**src/rtl/dos_pkg.sv**
```systemverilog
// ----------------------------------------------------------------------------
// dos_pkg
// Shared types and constants for the DER OCTET STRING decoder.
// ----------------------------------------------------------------------------
package dos_pkg;

  localparam int MAX_LEN_OCTETS = 4;                  // long-form length octets, 1..8
  localparam int BYTE_BITS      = 8;
  localparam int ACC_W          = BYTE_BITS * MAX_LEN_OCTETS;
  localparam int CMP_W          = (ACC_W > 32) ? ACC_W : 32;
  localparam int OCT_W          = $clog2(MAX_LEN_OCTETS + 1);
  localparam int Q_DEPTH        = 2;
  localparam int Q_AW           = $clog2(Q_DEPTH);
  localparam int Q_CW           = $clog2(Q_DEPTH + 1);

  localparam logic [7:0]  TAG_OCTET_STRING = 8'h04;
  localparam logic [31:0] MIN_HEADER       = 32'd2;

  typedef enum logic [1:0] {
    ST_OK        = 2'd0,
    ST_INVALID   = 2'd1,
    ST_TOO_SMALL = 2'd2,
    ST_ARGS_BAD  = 2'd3
  } status_t;

  typedef enum logic [2:0] {
    PH_IDLE,
    PH_LEN,
    PH_LENOCT,
    PH_DATA,
    PH_DONE
  } phase_t;

  typedef struct packed {
    logic [7:0]  data_byte;
    logic        first;
    logic [31:0] buffer_length;
    logic [31:0] out_capacity;
  } item_t;

  typedef struct packed {
    logic [7:0]  payload_byte;
    logic        has_payload;
    logic        last;
    logic [1:0]  status;
    logic [31:0] content_length;
  } result_t;

  // command word from the header parser to the output side
  typedef struct packed {
    logic        is_data;
    logic [7:0]  data;
    logic        last;
    status_t     status;
    logic [31:0] clen;
  } cmd_t;

endpackage

```
**src/rtl/dos_front.sv**
```systemverilog
// ----------------------------------------------------------------------------
// dos_front
// Header parser: tag, length form, length octets, bound checks, content count.
// ----------------------------------------------------------------------------
module dos_front (
  input  logic           clk,
  input  logic           rst,
  input  logic           accept,
  input  dos_pkg::item_t item,
  output logic           cmd_push,
  output dos_pkg::cmd_t  cmd
);
  import dos_pkg::*;

  phase_t            phase, phase_next;
  logic [31:0]       room;          // buffer bytes left for content after the header
  logic [31:0]       capacity;
  logic [OCT_W-1:0]  octets_left;
  logic [ACC_W-1:0]  accum;
  logic [31:0]       content_left;

  logic [7:0]        b;
  logic [6:0]        n_oct;
  logic              n_bad;
  logic              hdr_end;
  logic [ACC_W-1:0]  acc_new;
  logic              len_gt_room, len_gt_cap, len_zero;

  assign b     = item.data_byte;
  assign n_oct = b[6:0];
  assign n_bad = (n_oct == 7'd0) || (n_oct > 7'(MAX_LEN_OCTETS))
                 || (32'(n_oct) > room);

  // length value at the end of the header, and its checks
  always_comb begin
    hdr_end = 1'b0;
    acc_new = (accum << BYTE_BITS) | ACC_W'(b);
    if (phase == PH_LEN && !b[7]) begin
      hdr_end = 1'b1;
      acc_new = ACC_W'(b);
    end else if (phase == PH_LENOCT && octets_left == OCT_W'(1)) begin
      hdr_end = 1'b1;
    end
  end

  assign len_gt_room = CMP_W'(acc_new) > CMP_W'(room);
  assign len_gt_cap  = CMP_W'(acc_new) > CMP_W'(capacity);
  assign len_zero    = acc_new == '0;

  // next state
  always_comb begin
    phase_next = phase;
    if (accept) begin
      if (item.first) begin
        if (item.buffer_length < MIN_HEADER || b != TAG_OCTET_STRING) begin
          phase_next = PH_DONE;
        end else begin
          phase_next = PH_LEN;
        end
      end else begin
        case (phase)
          PH_LEN: begin
            if (hdr_end) begin
              phase_next = (len_gt_room || len_gt_cap || len_zero) ? PH_DONE : PH_DATA;
            end else if (n_bad) begin
              phase_next = PH_DONE;
            end else begin
              phase_next = PH_LENOCT;
            end
          end
          PH_LENOCT: begin
            if (hdr_end) begin
              phase_next = (len_gt_room || len_gt_cap || len_zero) ? PH_DONE : PH_DATA;
            end
          end
          PH_DATA: begin
            if (content_left == 32'd1) begin
              phase_next = PH_DONE;
            end
          end
          default: phase_next = phase;
        endcase
      end
    end
  end

  // command outputs
  always_comb begin
    cmd_push     = 1'b0;
    cmd.is_data  = 1'b0;
    cmd.data     = b;
    cmd.last     = 1'b1;
    cmd.status   = ST_OK;
    cmd.clen     = 32'd0;
    if (accept) begin
      if (item.first) begin
        if (item.buffer_length < MIN_HEADER) begin
          cmd_push   = 1'b1;
          cmd.status = ST_ARGS_BAD;
        end else if (b != TAG_OCTET_STRING) begin
          cmd_push   = 1'b1;
          cmd.status = ST_INVALID;
        end
      end else begin
        case (phase)
          PH_LEN, PH_LENOCT: begin
            if (hdr_end) begin
              if (len_gt_room) begin
                cmd_push   = 1'b1;
                cmd.status = ST_INVALID;
              end else if (len_gt_cap) begin
                cmd_push   = 1'b1;
                cmd.status = ST_TOO_SMALL;
                cmd.clen   = acc_new[31:0];
              end else if (len_zero) begin
                cmd_push   = 1'b1;
              end
            end else if (phase == PH_LEN && n_bad) begin
              cmd_push   = 1'b1;
              cmd.status = ST_INVALID;
            end
          end
          PH_DATA: begin
            cmd_push    = 1'b1;
            cmd.is_data = 1'b1;
            cmd.last    = content_left == 32'd1;
            cmd.clen    = accum[31:0];
          end
          default: cmd_push = 1'b0;
        endcase
      end
    end
  end

  always_ff @(posedge clk) begin
    if (rst) begin
      phase <= PH_IDLE;
    end else begin
      phase <= phase_next;
    end
  end

  always_ff @(posedge clk) begin
    if (accept) begin
      if (item.first) begin
        room        <= item.buffer_length - MIN_HEADER;
        capacity    <= item.out_capacity;
        octets_left <= '0;
        accum       <= '0;
        content_left <= 32'd0;
      end else begin
        case (phase)
          PH_LEN: begin
            if (hdr_end) begin
              accum        <= acc_new;
              content_left <= acc_new[31:0];
            end else begin
              room        <= room - 32'(n_oct);
              octets_left <= OCT_W'(n_oct);
              accum       <= '0;
            end
          end
          PH_LENOCT: begin
            accum       <= acc_new;
            octets_left <= octets_left - OCT_W'(1);
            if (hdr_end) begin
              content_left <= acc_new[31:0];
            end
          end
          PH_DATA: begin
            content_left <= content_left - 32'd1;
          end
          default: content_left <= content_left;
        endcase
      end
    end
  end

endmodule

```
**src/rtl/dos_fifo.sv**
```systemverilog
// ----------------------------------------------------------------------------
// dos_fifo
// Short command queue between the parser and the output stage.
// ----------------------------------------------------------------------------
module dos_fifo (
  input  logic          clk,
  input  logic          rst,
  input  logic          wr,
  input  dos_pkg::cmd_t wdata,
  output logic          full,
  input  logic          rd,
  output logic          avail,
  output dos_pkg::cmd_t rdata
);
  import dos_pkg::*;

  cmd_t            mem [Q_DEPTH];
  logic [Q_AW-1:0] wptr, rptr;
  logic [Q_CW-1:0] count;

  assign full  = count == Q_CW'(Q_DEPTH);
  assign avail = count != '0;
  assign rdata = mem[rptr];

  always_ff @(posedge clk) begin
    if (wr) begin
      mem[wptr] <= wdata;
    end
  end

  always_ff @(posedge clk) begin
    if (rst) begin
      wptr  <= '0;
      rptr  <= '0;
      count <= '0;
    end else begin
      if (wr) begin
        wptr <= (wptr == Q_AW'(Q_DEPTH - 1)) ? '0 : wptr + Q_AW'(1);
      end
      if (rd) begin
        rptr <= (rptr == Q_AW'(Q_DEPTH - 1)) ? '0 : rptr + Q_AW'(1);
      end
      count <= count + Q_CW'(wr) - Q_CW'(rd);
    end
  end

endmodule

```
**src/rtl/dos_back.sv**
```systemverilog
// ----------------------------------------------------------------------------
// dos_back
// Output stage: turns commands into result words and holds one for the sink.
// ----------------------------------------------------------------------------
module dos_back (
  input  logic             clk,
  input  logic             rst,
  input  logic             cmd_avail,
  input  dos_pkg::cmd_t    cmd,
  output logic             cmd_pop,
  output logic             empty,
  input  logic             pop,
  output dos_pkg::result_t result
);
  import dos_pkg::*;

  logic    held;
  result_t word;

  assign empty   = !held;
  assign result  = word;
  assign cmd_pop = cmd_avail && (!held || pop);

  always_ff @(posedge clk) begin
    if (rst) begin
      held <= 1'b0;
    end else if (cmd_pop) begin
      held <= 1'b1;
    end else if (pop) begin
      held <= 1'b0;
    end
  end

  always_ff @(posedge clk) begin
    if (cmd_pop) begin
      word.payload_byte   <= cmd.is_data ? cmd.data : 8'd0;
      word.has_payload    <= cmd.is_data;
      word.last           <= cmd.last;
      word.status         <= cmd.status;
      word.content_length <= cmd.clen;
    end
  end

endmodule

```
**src/rtl/der_octet_string_decoder_core.sv**
```systemverilog
// ----------------------------------------------------------------------------
// der_octet_string_decoder_core
// DER OCTET STRING decoder: one buffer byte in per word, content bytes or one
// status word out.
// ----------------------------------------------------------------------------
//
//  channel   handshake         payload   dir
//  -------   ---------------   -------   ---
//  input     push / full       item      in   one DER byte, first marks a tag
//  result    pop / empty       result    out  content byte or status, last mark
//
//  One input word per cycle while the command queue has room; the parser
//  handles each byte on acceptance and decides at most one result word for it.
//  A result is written into the command queue at the accepting edge and
//  into the output register once that register is free or being popped.
//  rst is synchronous and clears parser phase, queue and output valid.
//  full follows the two-entry command queue only, so input is taken while a
//  finished result still waits in the output register.
//
module der_octet_string_decoder_core (
  input  logic             clk,
  input  logic             rst,
  input  logic             push,
  output logic             full,
  input  dos_pkg::item_t   item,
  output logic             empty,
  input  logic             pop,
  output dos_pkg::result_t result
);
  import dos_pkg::*;

  logic accept;
  logic cmd_push;
  cmd_t cmd_in;
  logic q_full;
  logic q_avail;
  logic q_pop;
  cmd_t q_out;

  // bytes are taken whenever the command queue has room
  assign full   = q_full;
  assign accept = push && !q_full;

  // front: tag / length parsing and bound checks
  dos_front u_front (
    .clk      (clk),
    .rst      (rst),
    .accept   (accept),
    .item     (item),
    .cmd_push (cmd_push),
    .cmd      (cmd_in)
  );

  // decoupling queue
  dos_fifo u_fifo (
    .clk   (clk),
    .rst   (rst),
    .wr    (cmd_push),
    .wdata (cmd_in),
    .full  (q_full),
    .rd    (q_pop),
    .avail (q_avail),
    .rdata (q_out)
  );

  // back: result formatting and output register
  dos_back u_back (
    .clk       (clk),
    .rst       (rst),
    .cmd_avail (q_avail),
    .cmd       (q_out),
    .cmd_pop   (q_pop),
    .empty     (empty),
    .pop       (pop),
    .result    (result)
  );

  // a command is never written into a full queue
  a_no_overflow: assert property (@(posedge clk) disable iff (rst)
    cmd_push |-> !q_full)
    else $error("command queue overflow");

  // a status-only word always closes its buffer
  a_status_last: assert property (@(posedge clk) disable iff (rst)
    (!empty && !result.has_payload) |-> result.last)
    else $error("status word without last");

  // content bytes only go out with ok status
  a_payload_ok: assert property (@(posedge clk) disable iff (rst)
    (!empty && result.has_payload) |-> (result.status == ST_OK))
    else $error("content byte with error status");

  // output register is empty the cycle after reset
  a_reset_empty: assert property (@(posedge clk)
    rst |=> empty)
    else $error("result pending after reset");

endmodule
```
**config.mk**
```make
export PLATFORM = sky130hd
export DESIGN_NAME = der_octet_string_decoder_core
export DESIGN_NICKNAME = d
export VERILOG_FILES = /design/src/rtl/dos_pkg.sv /design/src/rtl/dos_front.sv /design/src/rtl/dos_fifo.sv /design/src/rtl/dos_back.sv /design/src/rtl/der_octet_string_decoder_core.sv
export SDC_FILE = /design/constraint.sdc
export NUM_CORES = 1
export LEC_CHECK = 0
export BUFFER_PORTS_ARGS = -buffer_cell sky130_fd_sc_hd__buf_2
export CAP_MARGIN = 15
export CORE_MARGIN = 2
export CORE_UTILIZATION = 50
export CTS_CLUSTER_SIZE = 24
export DETAILED_ROUTE_END_ITERATION = 6
export PLACE_DENSITY_LB_ADDON = 0.08
export SYNTH_ARGS = -nofsm -noshare
export SYNTH_HDL_FRONTEND = slang
export SYNTH_SLANG_ARGS = --single-unit
export TNS_END_PERCENT = 10
```
**constraint.sdc**
```tcl
create_clock -name clk -period 8.48 [get_ports clk]
set_clock_uncertainty 0.1 [all_clocks]
set_input_delay 1.696 -clock clk [delete_from_list [all_inputs] [get_ports clk]]
set_output_delay 1.696 -clock clk [all_outputs]
set_load 0.02 [all_outputs]
```
==> flow_metrics.tcl, run 1 <==
set metrics [dict create \
    dp.final_hpwl_mm 24.2 \
    synth_compound_area_share_pct 9.57 \
    slew_viol_final 0 \
    tritoncts "done" \
    synth_simple_gate_area_share_pct 14.9 \
    syn_avg_cell_area_um2 11.4 \
    ys_warn_count 0 \
    antenna_found_initial 0 \
    peakVddDrop_mv 0.160 \
    clk_latency_ns 0.55 \
    drtIter0Drc 864 \
    clock_path_buffers 3 \
    synth_top_family_by_area "simple AND/OR/NAND/NOR gates" \
    core_um2 27900 \
    finalWorstSetupSlack_ns 2.60 \
    cts_root_buf "clkbuf_16" \
    required_ns 8.68 \
    post_cts_resized 0 \
    final-hold-violation-count 0 \
    finalWirelength_mm 33.6 \
    grt-ovfl-total 0 \
    num_rows 61 \
    die_x_um 173 \
    gp_congestion 0.907 \
    netlist_area_um2 14200 \
    arrival_ns 6.08 \
    ios 123 \
    p_per_area_nw_per_um2 244 \
    die_h_um 173 \
    synth_edf_count 263 \
    synth-seq-cells 272 \
    final-setup-viol-count 0 \
    drc_errors 0 \
    synth_xor_area_share_pct 4.74 \
    min_period_over_period_pct 69.4 \
    cap_viol_max_count 0 \
    rsz0062_at_grt "no" \
    nets 1519 \
    drtPass1Iterations 5 \
    clkTransAtPathRegs_ns 0.06 \
    post_synth_fa_ha_maj_area_fraction_pct 6.44 \
    synth_cells 1249 \
    grt_max_degree 60 \
    die-area_um2 29800 \
    via_per_inst 5.60 \
    ant_nets 0 \
    syn2layout_area_growth_pct 14.5 \
    postCtsHoldBufs 0 \
    leakage_nw 6.16 \
    nFillCells 2393 \
    seq_area_frac_synth_pct 56.8 \
    synth_mux_area_share_pct 3.69 \
    tns_ns 0 \
    vias 9913 \
    synth_async_sr_flop_share_pct 0 \
    drive_gt1_share_pct 17.2 \
    yosys_most_used_dff "edfxtp_1" \
    place_area_um2 15300 \
    tightest_slew_ns 1.03 \
    worstSetupEndpointType "register" \
    max_freq_mhz 170 \
    path_max_fanout 30 \
    htree_levels 1 \
    critical_path_class "in2reg" \
    antenna_cells 0 \
    wl_per_cell_um 19.0 \
    cts_sinks 272 \
    synth_cell_types 76 \
    place_ws_ns 2.05 \
    outcome "completed" \
    portBuffers 122 \
    grt_use_total_pct 22.4 \
    fin_area_um2 16300 \
    grt_pass1_wl_mm 53.0 \
    period_needed_ns 5.88 \
    grt_pass1_vias 9497 \
    cts_setup_buffers 0 \
    relSlewSlack_pct 31.1 \
    holdWs_ns 0.413 \
    numCtsBuffers 28 \
    crit_path_start_kind "input pin" \
    min_path_type "reg2reg" \
    synth_nets 1397 \
    start_util_pct 50.9 \
]
-- cells by family (layout without fill, tap and decap cells) --
| group | Yosys count | count (layout) |
|---|---|---|
| multiplexers | 48 | 48 |
| buffers and inverters | 147 | 291 |
| flip-flops | 272 | 272 |
| AO/OA/AOI/OAI | 207 | 207 |
| adder cells (fa/ha/maj) | 73 | 73 |
| AND/OR/NAND/NOR | 425 | 425 |
| XOR/XNOR | 77 | 77 |
-- final timing paths --
check / from / slack [ns] / end / cells after the start
worst min register to register: u_back.held / 0.41 / u_back.held / 2
worst min-delay path: u_back.held / 0.41 / u_back.held / 2
worst max-delay path: item[72] / 2.60 / u_fifo.mem[0][27] / 14
worst max register to register: u_front.phase[0] / 3.44 / u_fifo.mem[0][27] / 13
-- worst max-delay path, stage by stage --
cell,delay (ns)
buf_2,0.21
or4b_4,0.73
nand2_1,0.25
inv_1,0.10
ha_1,0.30
and4_1,0.24
o311ai_0,0.15
a21oi_1,0.23
nand3_1,0.11
or4_1,0.54
o21ai_2,0.13
and2b_1,0.22
nand4_2,0.57
o21ai_1,0.57
-- flip-flops by register name, summed over array words and instances, names as in the netlist, named ones only --
signal	cells
u_front.room	32
u_front.phase	3
u_front.content_left	32
u_front.accum	32
u_front.capacity	32
u_fifo.rptr	1
u_fifo.count	2
u_front.octets_left	3
u_back.result	44
u_fifo.wptr	1
u_fifo.mem	88
u_back.held	1
-- through the flow --
stage | util [%] | power (mW) | instances
after global placement | 54.7 | 2.68 | 1718
after CTS | 58.3 | 4.01 | 1770
final | 58.3 | 3.98 | 1771
after detailed placement | 54.7 | 2.69 | 1718
after global routing | 58.3 | 4.16 | 1771
after floorplan | - | 2.41 | 1249
-- layout make-up --
class                           count  area, um2  area share, %
Multi-Input combinational cell    830       5640           34.6
Clock inverter                     22        267           1.64
Clock buffer                       30        729           4.48
Tap cell                          378        473           2.90
Timing Repair Buffer              134        713           4.38
Sequential cell                   272       8080           49.6
Inverter                          105        394           2.42
-- power by group --
group	total, mW	switching (mW)	leakage [nW]	internal, mW
logic	0.841	0.538	3.14	0.303
registers	1.82	0.0829	2.56	1.73
clock network	1.32	0.518	0.469	0.803
total	3.98	1.14	6.16	2.84
-- layout by cell type (no fill, tap or decap), drive strengths merged, types with 7 or more instances in the layout --
cell type	count
edfxtp	263
o21ai	62
a31oi	7
a21o	8
dfxtp	9
or3	9
ha	70
xnor2	46
mux2i	12
nand3	27
nor4	22
mux2	36
a311oi	9
nand2	106
inv	104
xor2	31
nor2b	12
buf	134
nand2b	10
clkbuf	30
a211oi	30
nor2	133
nor3	35
clkinv	12
or4	10
a21oi	41
and2	11
a22o	7
o31ai	8
nand4	23
-- metal layers --
| metal | vias to the layer above | global-route usage, % | share of wire [%] |
|---|---|---|---|
| li1 | 4825 | - | - |
| met1 | 4710 | 32.7 | 46 |
| met2 | 342 | 36.2 | 47 |
| met3 | 36 | 2.77 | 6.0 |
| met4 | 0 | 4.98 | 1.8 |
| met5 | - | 0 | 0 |
-- synthesized netlist by cell type, drive strengths merged, types with 3 or more instances --
| library cell | count | area [um2] |
|---|---|---|
| o21ai | 62 | 314 |
| and3 | 5 | 31.3 |
| ha | 70 | 876 |
| nand2b | 10 | 62.6 |
| xor2 | 31 | 272 |
| nor3 | 35 | 175 |
| nand2 | 106 | 408 |
| o31a | 3 | 26.3 |
| a211oi | 30 | 225 |
| nor3b | 4 | 30.0 |
| a211o | 3 | 26.3 |
| or2 | 4 | 25.0 |
| a22o | 7 | 61.3 |
| a31oi | 7 | 43.8 |
| nand4 | 23 | 150 |
| nor2 | 133 | 507 |
| nor2b | 12 | 75.1 |
| o211ai | 4 | 30.0 |
| a311oi | 9 | 78.8 |
| nand3 | 27 | 140 |
| and4 | 5 | 46.3 |
| and2 | 11 | 68.8 |
| inv | 104 | 390 |
| a21o | 8 | 60.1 |
| a21oi | 41 | 205 |
| xnor2 | 46 | 403 |
| o31ai | 8 | 60.1 |
| mux2i | 12 | 120 |
| buf | 13 | 53.8 |
| o41ai | 3 | 26.3 |
| clkbuf | 29 | 109 |
| nor4b | 3 | 47.5 |
| or4 | 10 | 78.8 |
| or3 | 9 | 56.3 |
| edfxtp | 263 | 7900 |
| nor4 | 22 | 156 |
| mux2 | 36 | 405 |
| dfxtp | 9 | 180 |
| a21boi | 4 | 30.0 |
No activity file was read; power rests on OpenSTA's default activity.
==> inputs of run 2 (changes only) <==
==> constraint.sdc (replaced) <==
create_clock -name clk -period 4.7 [get_ports clk]
set_clock_uncertainty 0.1 [all_clocks]
set_input_delay 0.94 -clock clk [delete_from_list [all_inputs] [get_ports clk]]
set_output_delay 0.94 -clock clk [all_outputs]
set_load 0.02 [all_outputs]
==> run 2 against run 1 <==
  * Combinational power increased by 96%
  * Via count increased by 3.5%
  * First-iteration DRC count decreased by 18%
  * Critical endpoint is now u_fifo.count[1]
==> flow_metrics.tcl, run 2 (synthesis results as in run 1) <==
set metrics [dict create \
    portBuffers 122 \
    reg2reg_slack_ns 0.37 \
    p_per_area_nw_per_um2 422 \
    die_h_um 173 \
    die-area_um2 29800 \
    grt_use_total_pct 22.6 \
    r2r_end "u_fifo.count[1]" \
    min_path_type "reg2reg" \
    dp.final_hpwl_mm 25.0 \
    p_switching_mw 2.08 \
    clock_path_buffers 3 \
    relSlewSlack_pct 32.5 \
    finalWirelength_mm 34.2 \
    clkTransAtPathRegs_ns 0.06 \
    tritoncts "done" \
    numCtsBuffers 29 \
    min_period_over_period_pct 95.5 \
    path_max_fanout 5 \
    final_common_cell "edfxtp_1" \
    grt_pass1_wl_mm 54.2 \
    tightest_slew_ns 1.01 \
    core_um2 27900 \
    crit_slowest_cell "or4b_4" \
    place_area_um2 16000 \
    mostFrequentLayoutCells "263 x edfxtp_1, 126 x nor2_1, 122 x buf_2" \
    max_stage_delay_ns 0.63 \
    largest_register_ffs 88 \
    rsz0062_at_grt "no" \
    seq_power_share_pct 45.7 \
    slew_viol_final 0 \
    crit_path_start_kind "input pin" \
    p_int_mw 5.07 \
    wl_per_cell_um 18.4 \
    critical_path_class "in2reg" \
    die_x_um 173 \
    drtIter0Drc 706 \
    drc_errors 0 \
    ant_nets 0 \
    peakVddDrop_mv 0.303 \
    required_ns 5.02 \
    cap_viol_max_count 0 \
    final-hold-violation-count 0 \
    worstSetupEndpointType "register" \
    worstReg2RegStart "u_front.phase[0]" \
    whs_path_depth 2 \
    outcome "completed" \
    fin_area_um2 16900 \
    max_freq_mhz 223 \
    grt_max_degree 51 \
    antenna_found_initial 0 \
    syn2layout_area_growth_pct 19.1 \
    startpoint "item[72]" \
    leakage_nw 6.59 \
    path_cells "buf_2 -> or4b_4 -> nand2_2 -> inv_1 -> ha_1 -> nand4_1 -> nor3_2 -> and2_1 -> nand4_1 -> or4_4 -> o21ai_2 -> nand3_2 -> o311ai_4 -> ha_1 -> inv_1 -> ha_1 -> xor2_2 -> xnor2_1 -> nor2_1" \
    clkPwrFrac_pct 31.2 \
    regMostFlops "u_fifo.mem" \
    start_util_pct 50.9 \
    period_needed_ns 4.49 \
    cts_root_buf "clkbuf_16" \
    grt-ovfl-total 0 \
    cp_num_buf_inv 3 \
    r2r_cells 18 \
    gp_congestion 0.881 \
    antenna_cells 0 \
    swShare_pct 29.0 \
    ios 123 \
    num_rows 61 \
    clk_latency_ns 0.55 \
    final-setup-viol-count 0 \
    cts_sinks 272 \
    min_from "u_fifo.rptr" \
    drive_gt1_share_pct 22.6 \
    tns_ns 0 \
    htree_levels 1 \
    power_frac_comb_pct 23.1 \
    vias 10300 \
    grt_pass1_vias 10000 \
    nets 1610 \
    crit_family "simple AND/OR/NAND/NOR gates" \
    critPathMostFrequentCell "ha_1" \
    drtPass1Iterations 5 \
    arrival_ns 4.81 \
    via_per_inst 5.52 \
]
run 2: cell types whose count changed in the layout (fill, tap and decap cells not counted), sizes merged:
cell,change
clkbuf,+5
clkinv,-2
or4b,+2
clkinvlp,-3
bufinv,-3
inv,+3
buf,+88
run 2: power groups by stage:
stage / logic [mW] / registers, mW / clock network (mW)
after floorplan: 0.857 / 3.49 / 0
after global placement: 1.63 / 3.31 / 0
after detailed placement: 1.65 / 3.32 / 0
after CTS: 1.66 / 3.27 / 2.28
after global routing: 1.82 / 3.31 / 2.37
final: 1.65 / 3.27 / 2.23
run 2: worst max-delay path by stage:
| stage | endpoint | slack, ns | depth (start not counted) |
|---|---|---|---|
| 5_1_grt | u_fifo.count[1] | 0.003 | 19 |
| 4_1_cts | u_fifo.count[1] | 0.20 | 19 |
| 3_5_place_dp | u_fifo.count[1] | -0.37 | 19 |
| 3_3_place_gp | u_fifo.count[1] | -0.32 | 19 |
| 2_1_floorplan | u_fifo.mem[0][0] | -0.46 | 15 |
| 6_report | u_fifo.count[1] | 0.21 | 19 |
run 2: cell type report:
type                    count  area, um2
flip-flops and latches    272       8080
well taps                 378        473
repair buffers            222       1400
inverters                 105        394
clock inverters            17        171
multi-input cells         832       5680
clock buffers              35        748
fillers                  2372      11000
run 2: worst register-to-register path, cell delays in order (launching register included):
cell	delay [ns]
dfxtp_1	0.43
or4b_4	0.59
nand2_2	0.12
inv_1	0.06
ha_1	0.29
nand4_1	0.15
nor3_2	0.23
and2_1	0.17
nand4_1	0.15
or4_4	0.52
o21ai_2	0.09
nand3_2	0.12
o311ai_4	0.35
ha_1	0.29
inv_1	0.06
ha_1	0.17
xor2_2	0.15
xnor2_1	0.13
nor2_1	0.06
run 2: through the flow:
stage	worst slack (ns)	instances	utilization [%]	total power [mW]	hold WS (ns)
final	0.211	1861	60.7	7.15	0.419
after global routing	0.00308	1861	60.7	7.50	0.447
after CTS	0.200	1857	60.4	7.20	0.422
after global placement	-0.317	1805	57.1	4.94	0.398
after detailed placement	-0.374	1805	57.1	4.96	0.403
after floorplan	-0.455	1249	-	4.35	0.370
run 2: metal layers:
metal,part of all wire (%),global-route usage (%)
met1,45,32.1
met2,47,37.0
met3,6.3,3.43
met4,1.9,5.01
met5,0,0
run 2: timing repair:
action | in CTS | in global routing
buffers inserted | 0 | 2
endpoints found under the setup margin | 0 | 1
hold buffers | 0 | 0
gates resized for setup | 0 | 8
